[src/prbp_pkg.sv]
// Shared types and constants for the pin-and-ring budget planner.
// No dependencies; imported by every module of the block.
package prbp_pkg;

   localparam int MAX_LAYERS = 1024;
   localparam int MAX_PASSES = 4;

   localparam int SIZE_W   = 40;
   localparam int BUDGET_W = 48;
   localparam int RING_W   = 7;
   localparam int IDX_W    = $clog2(MAX_LAYERS);
   localparam int CNT_W    = $clog2(MAX_LAYERS + 1);
   localparam int PASS_W   = (MAX_PASSES > 1) ? $clog2(MAX_PASSES) : 1;
   localparam int RSV_W    = SIZE_W + RING_W;
   localparam int SUM_W    = BUDGET_W + 1;
   localparam int CSR_IDX_W = 1;

   localparam logic [SIZE_W-1:0]   EMPTY_SLOT = SIZE_W'(4096);
   localparam logic [RING_W-1:0]   MIN_RING   = RING_W'(2);
   localparam logic [PASS_W-1:0]   LAST_PASS  = PASS_W'(MAX_PASSES - 1);
   localparam logic [CNT_W-1:0]    FULL_COUNT = CNT_W'(MAX_LAYERS);

   // register indexes on the csr port
   localparam logic [CSR_IDX_W-1:0] CSR_BUDGET = 1'b0;
   localparam logic [CSR_IDX_W-1:0] CSR_RING   = 1'b1;

   typedef struct packed {
      logic [SIZE_W-1:0] layer_bytes;
      logic              is_last;
   } req_word_type;

   typedef struct packed {
      logic [CNT_W-1:0]  pinned_count;
      logic [SIZE_W-1:0] slot_bytes;
   } rsp_word_type;

   typedef struct packed {
      logic             start;
      logic [CNT_W-1:0] count;
      logic             out_free;
   } plan_ctl_type;

   typedef struct packed {
      logic              busy;
      logic              done;
      logic [CNT_W-1:0]  pinned;
      logic [SIZE_W-1:0] slot;
   } plan_res_type;

   typedef enum logic [2:0] {
      PS_IDLE,
      PS_INIT,
      PS_RESERVE,
      PS_AVAIL,
      PS_SCAN,
      PS_DECIDE,
      PS_DONE
   } plan_state_type;

endpackage

[src/prbp_planner.sv]
// Plan sequencer: walks the layer store once for the initial slot and once
// per pass, sharing one multiplier, one subtract and one add/compare.
// Depends on prbp_pkg.
module prbp_planner
   import prbp_pkg::*;
(
   input  logic                clock,
   input  logic                reset,
   input  plan_ctl_type        ctl,
   input  logic [BUDGET_W-1:0] budget,
   input  logic [RING_W-1:0]   ring,
   input  logic [SIZE_W-1:0]   rd_data,
   output logic                rd_en,
   output logic [IDX_W-1:0]    rd_addr,
   output plan_res_type        res
);

   plan_state_type state_ff, state_in;

   logic                dv_ff, dv_in;
   logic [CNT_W-1:0]    count_ff, count_in;
   logic [CNT_W-1:0]    issue_ff, issue_in;
   logic [SIZE_W-1:0]   max_ff, max_in;
   logic [SIZE_W-1:0]   slot_ff, slot_in;
   logic [CNT_W-1:0]    npin_ff, npin_in;
   logic [PASS_W-1:0]   pass_ff, pass_in;
   logic [RSV_W-1:0]    reserve_ff, reserve_in;
   logic [BUDGET_W-1:0] avail_ff, avail_in;
   logic [BUDGET_W-1:0] used_ff, used_in;
   logic [CNT_W-1:0]    n_ff, n_in;
   logic                pinning_ff, pinning_in;

   logic                walk_end;
   logic [SIZE_W-1:0]   need;
   logic [RING_W-1:0]   ring_eff;
   logic [SUM_W-1:0]    sum;
   logic                fits;
   logic                settled;
   logic [BUDGET_W-1:0] reserve_ext;

   assign walk_end    = (issue_ff == count_ff) && !dv_ff;
   assign need        = (max_ff == '0) ? EMPTY_SLOT : max_ff;
   assign ring_eff    = (ring < MIN_RING) ? MIN_RING : ring;
   assign sum         = {1'b0, used_ff} + SUM_W'(rd_data);
   assign fits        = sum <= {1'b0, avail_ff};
   assign settled     = (n_ff == npin_ff) && (need == slot_ff);
   assign reserve_ext = BUDGET_W'(reserve_ff);
   assign rd_addr     = issue_ff[IDX_W-1:0];

   // next state
   always_comb begin
      state_in = state_ff;
      case (state_ff)
         PS_IDLE:    if (ctl.start) state_in = PS_INIT;
         PS_INIT:    if (walk_end) state_in = PS_RESERVE;
         PS_RESERVE: state_in = PS_AVAIL;
         PS_AVAIL:   state_in = PS_SCAN;
         PS_SCAN:    if (walk_end) state_in = PS_DECIDE;
         PS_DECIDE: begin
            if (settled || pass_ff == LAST_PASS) begin
               state_in = PS_DONE;
            end else begin
               state_in = PS_RESERVE;
            end
         end
         PS_DONE:    if (ctl.out_free) state_in = PS_IDLE;
         default:    state_in = PS_IDLE;
      endcase
   end

   // outputs
   always_comb begin
      rd_en      = 1'b0;
      res.busy   = 1'b1;
      res.done   = 1'b0;
      res.pinned = npin_ff;
      res.slot   = slot_ff;
      case (state_ff)
         PS_IDLE:          res.busy = 1'b0;
         PS_INIT, PS_SCAN: rd_en = (issue_ff != count_ff);
         PS_DONE:          res.done = ctl.out_free;
         default:          ;
      endcase
   end

   // datapath
   always_comb begin
      dv_in      = rd_en;
      count_in   = count_ff;
      issue_in   = issue_ff + CNT_W'(rd_en);
      max_in     = max_ff;
      slot_in    = slot_ff;
      npin_in    = npin_ff;
      pass_in    = pass_ff;
      reserve_in = reserve_ff;
      avail_in   = avail_ff;
      used_in    = used_ff;
      n_in       = n_ff;
      pinning_in = pinning_ff;
      case (state_ff)
         PS_IDLE: begin
            count_in = ctl.count;
            issue_in = '0;
            max_in   = '0;
         end
         PS_INIT: begin
            if (dv_ff && rd_data > max_ff) max_in = rd_data;
            if (walk_end) begin
               slot_in = need;
               npin_in = '0;
               pass_in = '0;
            end
         end
         PS_RESERVE: begin
            reserve_in = RSV_W'(slot_ff) * RSV_W'(ring_eff);
         end
         PS_AVAIL: begin
            avail_in   = (budget > reserve_ext) ? budget - reserve_ext : '0;
            used_in    = '0;
            n_in       = '0;
            pinning_in = 1'b1;
            max_in     = '0;
            issue_in   = '0;
         end
         PS_SCAN: begin
            if (dv_ff) begin
               // pinning stops at the first layer that does not fit;
               // everything from there on counts toward the slot
               if (pinning_ff && fits) begin
                  used_in = sum[BUDGET_W-1:0];
                  n_in    = n_ff + 1'b1;
               end else begin
                  pinning_in = 1'b0;
                  if (rd_data > max_ff) max_in = rd_data;
               end
            end
         end
         PS_DECIDE: begin
            if (!settled) begin
               npin_in = n_ff;
               slot_in = need;
               pass_in = pass_ff + 1'b1;
            end
         end
         default: ;
      endcase
   end

   always_ff @(posedge clock) begin
      if (reset) begin
         state_ff <= PS_IDLE;
         dv_ff    <= 1'b0;
      end else begin
         state_ff <= state_in;
         dv_ff    <= dv_in;
      end
   end

   always_ff @(posedge clock) begin
      count_ff   <= count_in;
      issue_ff   <= issue_in;
      max_ff     <= max_in;
      slot_ff    <= slot_in;
      npin_ff    <= npin_in;
      pass_ff    <= pass_in;
      reserve_ff <= reserve_in;
      avail_ff   <= avail_in;
      used_ff    <= used_in;
      n_ff       <= n_in;
      pinning_ff <= pinning_in;
   end

endmodule

[config.mk]
export PLATFORM = sky130hd
export DESIGN_NAME = prbp_planner
export DESIGN_NICKNAME = d
export VERILOG_FILES = /design/src/prbp_pkg.sv /design/src/prbp_planner.sv
export SDC_FILE = /design/constraint.sdc
export NUM_CORES = 1
export LEC_CHECK = 0
export BUFFER_PORTS_ARGS = -buffer_cell sky130_fd_sc_hd__buf_4
export CAP_MARGIN = 20
export CORE_ASPECT_RATIO = 0.6
export CORE_UTILIZATION = 62
export CTS_CLUSTER_DIAMETER = 40
export DETAILED_ROUTE_END_ITERATION = 10
export PLACE_DENSITY = 0.81
export SETUP_SLACK_MARGIN = 0.5
export SLEW_MARGIN = 30
export SYNTH_ARGS = -nofsm -noshare
export SYNTH_HDL_FRONTEND = slang
export SYNTH_SLANG_ARGS = --single-unit
[constraint.sdc]
create_clock -name clock -period 10.2 [get_ports clock]
set_input_delay 2.04 -clock clock [delete_from_list [all_inputs] [get_ports clock]]
set_output_delay 2.04 -clock clock [all_outputs]
set_load 0.02 [all_outputs]
### Word level (Yosys, flattened, before mapping)

Cells that the tools add are included.

| storage, ports and cells | value |
|---|---|
| word-level logic and storage cells | 96 |
| register bits | 274 |

| operators by class | value |
|---|---|
| $mul | 1 |
| magnitude comparators | 4 |
| $add $sub $neg | 5 |
| equal/unequal tests | 21 |
| mux-type cells | 34 |
| reduce and logical (&&, ||, !) cells | 18 |

Operators by type and width:

| kind | number |
|---|---|
| $mux W40 | 7 |
| $pmux W40 S3 | 1 |
| $mux W48 | 2 |
| $pmux W48 S2 | 1 |
| $pmux W40 S2 | 1 |
| $add A48 B40 Y49 | 1 |
| $le A49 B48 Y1 | 1 |
| $gt A48 B47 Y1 | 1 |
| $sub A48 B47 Y48 | 1 |
| $mul A40 B7 Y47 | 1 |
| $mux W11 | 4 |
| $pmux W11 S2 | 2 |
| $eq A40 B40 Y1 | 1 |
| $gt A40 B40 Y1 | 1 |
| $logic_not A40 Y1 | 1 |
| $eq A11 B11 Y1 | 2 |
| $pmux W3 S7 | 1 |
| $ne A2 B2 Y1 const B | 10 |
| $mux W3 | 5 |
| $add A11 B1 Y11 | 1 |
| $add A11 B1 Y11 const B | 1 |
| $ne A11 B11 Y1 | 1 |
| $eq A3 B3 Y1 const B | 3 |
| $reduce_and A3 Y1 | 3 |
| other kinds (19) | 30 |

### Logic depth before layout (Yosys ltp)

| logic depth | value |
|---|---|
| depth in word-level cells | 7 |
| mapped depth | 23 |
| mapped depth without buffers | 23 |

### Least setup slack after synthesis

No wires, ideal clock.

| timing path | value |
|---|---|
| kind | input -> register |
| start | input port rd_data[0] |
| end | register max_ff[0], enable pin |
| arrival time | 8.249 ns |
| data required time | 9.713 ns |
| path buffers | 0 |
| setup slack | 1.464 ns |
| setup time | 0.487 ns |
| cell stages on the path | 19 |
| cells stage by stage | ha_1 inv_1 fa_1 nor2b_1 o31ai_1 a211oi_2 o311ai_1 a2111oi_2 nor2_1 o311ai_2 nand4_1 xnor2_1 ha_1 nand3_1 nor4_1 o21ai_0 a21oi_1 nor4b_1 nor3_1 |

| on the way | value |
|---|---|
| longest elaborated chain between the ends | 5 |

Ends and longest elaborated chain:

| item | RTL line | text |
|---|---|---|
| from (decl) | prbp_planner.sv:12 | `input logic [SIZE_W-1:0] rd_data,` |
| $add A48 B40 Y49 | prbp_planner.sv:44 | `assign sum = {1'b0, used_ff} + SUM_W'(rd_data);` |
| named net sum[46] | prbp_planner.sv:36 | `logic [SUM_W-1:0] sum;` |
| $le A49 B48 Y1 | prbp_planner.sv:45 | `assign fits = sum <= {1'b0, avail_ff};` |
| $logic_and A1 B1 Y1 | prbp_planner.sv:129 | `if (pinning_ff && fits) begin` |
| $ne A2 B2 Y1 (no source line) | -- |  |
| $reduce_and A5 Y1 (no source line) | -- |  |
| to (signal assigned) | prbp_planner.sv:162 | `max_ff <= max_in;` |
| to (decl) | prbp_planner.sv:23 | `logic [SIZE_W-1:0] max_ff, max_in;` |

The timed path passes the listed nets, and every way through them passes these cells.
A chain may end at the register's enable or synchronous reset.

### Worst setup path after layout

| timing path | value |
|---|---|
| start | input port ring[3] |
| end | register reserve_ff[44] (data pin) |

| on the way | value |
|---|---|
| longest elaborated chain between the ends | 3 |

Ends and longest elaborated chain:

| item | RTL line | text |
|---|---|---|
| from (decl) | prbp_planner.sv:11 | `input logic [RING_W-1:0] ring,` |
| $lt A7 B2 Y1 | prbp_planner.sv:43 | `assign ring_eff = (ring < MIN_RING) ? MIN_RING : ring;` |
| $mux W7 * | prbp_planner.sv:43 |  |
| $mul A40 B7 Y47 * | prbp_planner.sv:115 | `reserve_in = RSV_W'(slot_ff) * RSV_W'(ring_eff);` |
| to (signal assigned) | prbp_planner.sv:166 | `reserve_ff <= reserve_in;` |
| to (decl) | prbp_planner.sv:27 | `logic [RSV_W-1:0] reserve_ff, reserve_in;` |

Every way passes the cells marked *; elsewhere a longest branch is shown, timed or not.

==> results by group <==
Status
  • Status: completed

CTS
  • Root Buffer: clkbuf_16
  • # Post-CTS Setup Buffers: 0
  • Worst-path clk slew: 0.07 ns
  • Worst-Skew Late Latency: 0.58 ns
  • CTS resizes: 0
  • Hold-fix buffers at CTS: 0
  • Longest Clk Path Bufs: 3
  • CTS tree: done
  • H-tree Lvls: 1
  • Total CTS buffers: 29
  • Sink Count: 274

Route
  • Final WL: 73590 um
  • First drt pass iteration count: 5
  • DRC Markers: 0
  • Number of vias per cell: 6.118
  • DRT iter0 DRCs: 2333
  • DR WL/cell: 21.08 um
  • Routed Antenna Nets: 0
  • Via count: 21360

Timing
  • Slew @ Worst Pin: 0.9612 ns
  • Max Fclk: 0.1182 GHz
  • Tmin final: 8.460 ns
  • TNS Setup: 0 ns
  • Slew Viols, Final: 0
  • Slew headroom: 35.25%
  • RSZ-0062 raised after global routing: no
  • Final setup vio count: 0
  • Final hold viol count: 0
  • Clock skew: 0.01429 ns
  • Part of the cycle the worst path needs: 82.94%

Hold path
  • Hold crit path type: reg -> reg
  • Hold path startpoint: issue_ff[10]
  • Hold Path End: issue_ff[10]
  • Hold path depth: 2

Synthesis
  • FFs w/ async S/R, synth: 0%
  • Post-Syn Nets: 3360
  • Synth unique cells: 75
  • Post-synth EDFFs: 259
  • Seq/Total Area, Yosys: 30.13%
  • Top_reg_cell synth: edfxtp_1
  • Seq cells post-synth: 274
  • Mean Syn Cell Area: 9.524 um^2
  • Synthesized area: 26810 um^2
  • Syn Inst Count: 2815
  • Yosys warns: 0

Setup path
  • Worst-path fanout max: 41
  • FF-to-FF Start: used_ff[0]
  • Critical setup path kind: in -> reg
  • Crit-path cells: buf_4 -> nor4_1 -> a21oi_2 -> buf_4 -> nor2b_1 -> fa_1 -> fa_1 -> fa_1 -> inv_1 -> fa_1 -> inv_1 -> ha_1 -> o211a_1 -> a211oi_1 -> o31ai_1 -> o31ai_1 -> o21ai_0 -> a21oi_1 -> o21bai_1 -> xor2_1
  • Reg2reg end: n_ff[6]
  • Worst R2R Setup Slack: 3.49 ns
  • Peak per-stage delay on the critical path: 0.71 ns
  • Crit path max-delay cell type: o31ai_1
  • Worst endpoint data arrival time: 8.79 ns
  • CP Capture Type: register
  • Launching element type of the critical path: input pin
  • Worst path most repeated cell: fa_1
  • R2r worst-path depth: 20
  • Required time worst endpoint: 10.53 ns

Global routing
  • First-pass GRT wire length: 116100 um
  • Grt ovf: 0
  • Initial antenna violation count: 2
  • Total global-route track usage: 33.82%
  • Vias in the first global route: 21230
  • Largest net degree at the start of global routing: 60

Floorplan
  • Core box area: 42240 um^2
  • Die width: 270.5 um
  • Initial Utilization: 63.48%
  • Row cnt: 58
  • Die Ht: 163.1 um
  • I/O pins: 174
  • Die area: 44110 um^2

Power and ir drop
  • Total power: 0.005533 W
  • Power Dens Cells: 188.4 nW/um^2
  • Static Leak: 13.55 nW
  • Peak supply drop: 0.0001120 V

Cells and area
  • Layout fillers: 3268
  • Layout area overhead: 9.567%
  • # diodes: 0
  • Most common cell after layout, fill and taps aside: inv_1
  • Leading cell types in the layout, fill and taps excluded: inv_1, and2_1, edfxtp_1, ha_1, fa_1
  • Share of layout cells above drive strength 1: 8.935%
  • Register area: 8078 um^2
  • Net count, final: 3444
  • Area of the multi-input gates: 16950 um^2

Placement
  • Port buffer count: 173
  • Final GP Congestion: 0.9743
  • DP HPWL: 58530 um

Run
  • Total of max-cap violations: 0
-- synth_stat cells (all sizes together) (6+ instances only) --
library cell,count,area (um^2)
o211ai,12,95.09
nor3,34,170.2
fa,191,3824
a21oi,161,805.8
edfxtp,259,7777
ha,244,3053
o21bai,18,135.1
nand4,45,281.5
nand2b,18,112.6
and4,6,52.55
o21a,22,166.4
a21boi,9,67.56
a221oi,6,52.55
a21o,117,878.3
nor2b,71,444.2
dfxtp,15,300.3
a221o,6,60.06
nand3,48,240.2
a211oi,12,95.09
or2,6,37.54
nand2,168,630.6
xor2,98,858.3
nor2,152,570.6
buf,15,98.84
clkbuf,118,442.9
o31ai,10,75.07
inv,349,1310
and3,44,275.3
a31oi,14,87.58
a2111oi,8,88.83
o21ai,73,365.3
nor4,28,181.4
and2,270,1692
xnor2,104,910.9
-- final cells by class --
cell class              instances  area share (%)
well taps                     570           2.428
inverters                     349           4.460
repair buffers                186           4.753
clock inverters                21          0.6602
flip-flops and latches        274           27.50
clock buffers                  32           2.509
multi-input cells            2059           57.69
-- routing by layer --
| metal | global-route usage, % | up-vias | share of wire, % |
|---|---|---|---|
| met1 | 49.24 | 10510 | 44 |
| li1 | - | 9720 | - |
| met2 | 51.63 | 994 | 43 |
| met3 | 6.954 | 134 | 9.7 |
| met5 | 0 | - | 0 |
| met4 | 8.783 | 0 | 2.6 |
-- logic make-up after synthesis --
family | share of synthesized area, %
AOI/OAI and AO/OA | 12.64
xor gates and xnor gates | 6.599
adders and majority gates | 25.65
buffers and inverters | 6.907
DFF | 30.13
muxes | 0.1913
and+or+nand+nor | 17.88
-- worst max path at each step --
stage               startpoint        endpoint  slack, ns  cells past startpoint
floorplan           rd_data[0]       max_ff[0]       1.46                     19
global placement       ring[2]  reserve_ff[44]       1.48                     20
detailed placement     ring[3]  reserve_ff[44]       1.34                     20
CTS                    ring[3]  reserve_ff[44]       1.90                     20
global route           ring[3]  reserve_ff[44]       1.38                     21
finish                 ring[3]  reserve_ff[44]       1.74                     20
-- critical path: cells and delay by family --
family	cells	cell delay (ns)
AO/OA/AOI/OAI	8	3.00
adder cells (fa/ha/maj)	5	2.41
buffers and inverters	4	0.89
AND/OR/NAND/NOR	2	0.27
XOR/XNOR	1	0.16
-- metrics by stage --
step           cells  setup WS, ns  hold WS, ns  utilization (%)  cell area [um^2]
6_report        3491         1.740       0.5815            69.55             29380
5_1_grt         3491         1.379       0.5802            69.55             29380
4_1_cts         3491         1.898       0.5664            69.55             29380
3_5_place_dp    3438         1.340       0.5378            67.35             28440
3_3_place_gp    3438         1.476       0.5440            67.33             28440
2_1_floorplan   2815         1.464       0.4981                -             26810
-- where the power goes --
group / total [W] / internal, W / leakage, nW / switching (W)
sequential: 0.00177 / 0.00158 / 2.56 / 0.000192
clock: 0.00107 / 0.000582 / 0.448 / 0.000488
combinational: 0.00269 / 0.00107 / 10.5 / 0.00163
total: 0.00553 / 0.00323 / 13.6 / 0.00231
-- flip-flops by register name, summed over array words and instances (netlist names) --
name / flops
avail_ff: 48
n_ff: 11
dv_ff: 1
pass_ff: 2
issue_ff: 11
count_ff: 11
max_ff: 40
pinning_ff: 1
npin_ff: 11
slot_ff: 40
state_ff: 3
reserve_ff: 47
used_ff: 48
Note: power is estimated with default switching activity, not from simulation.
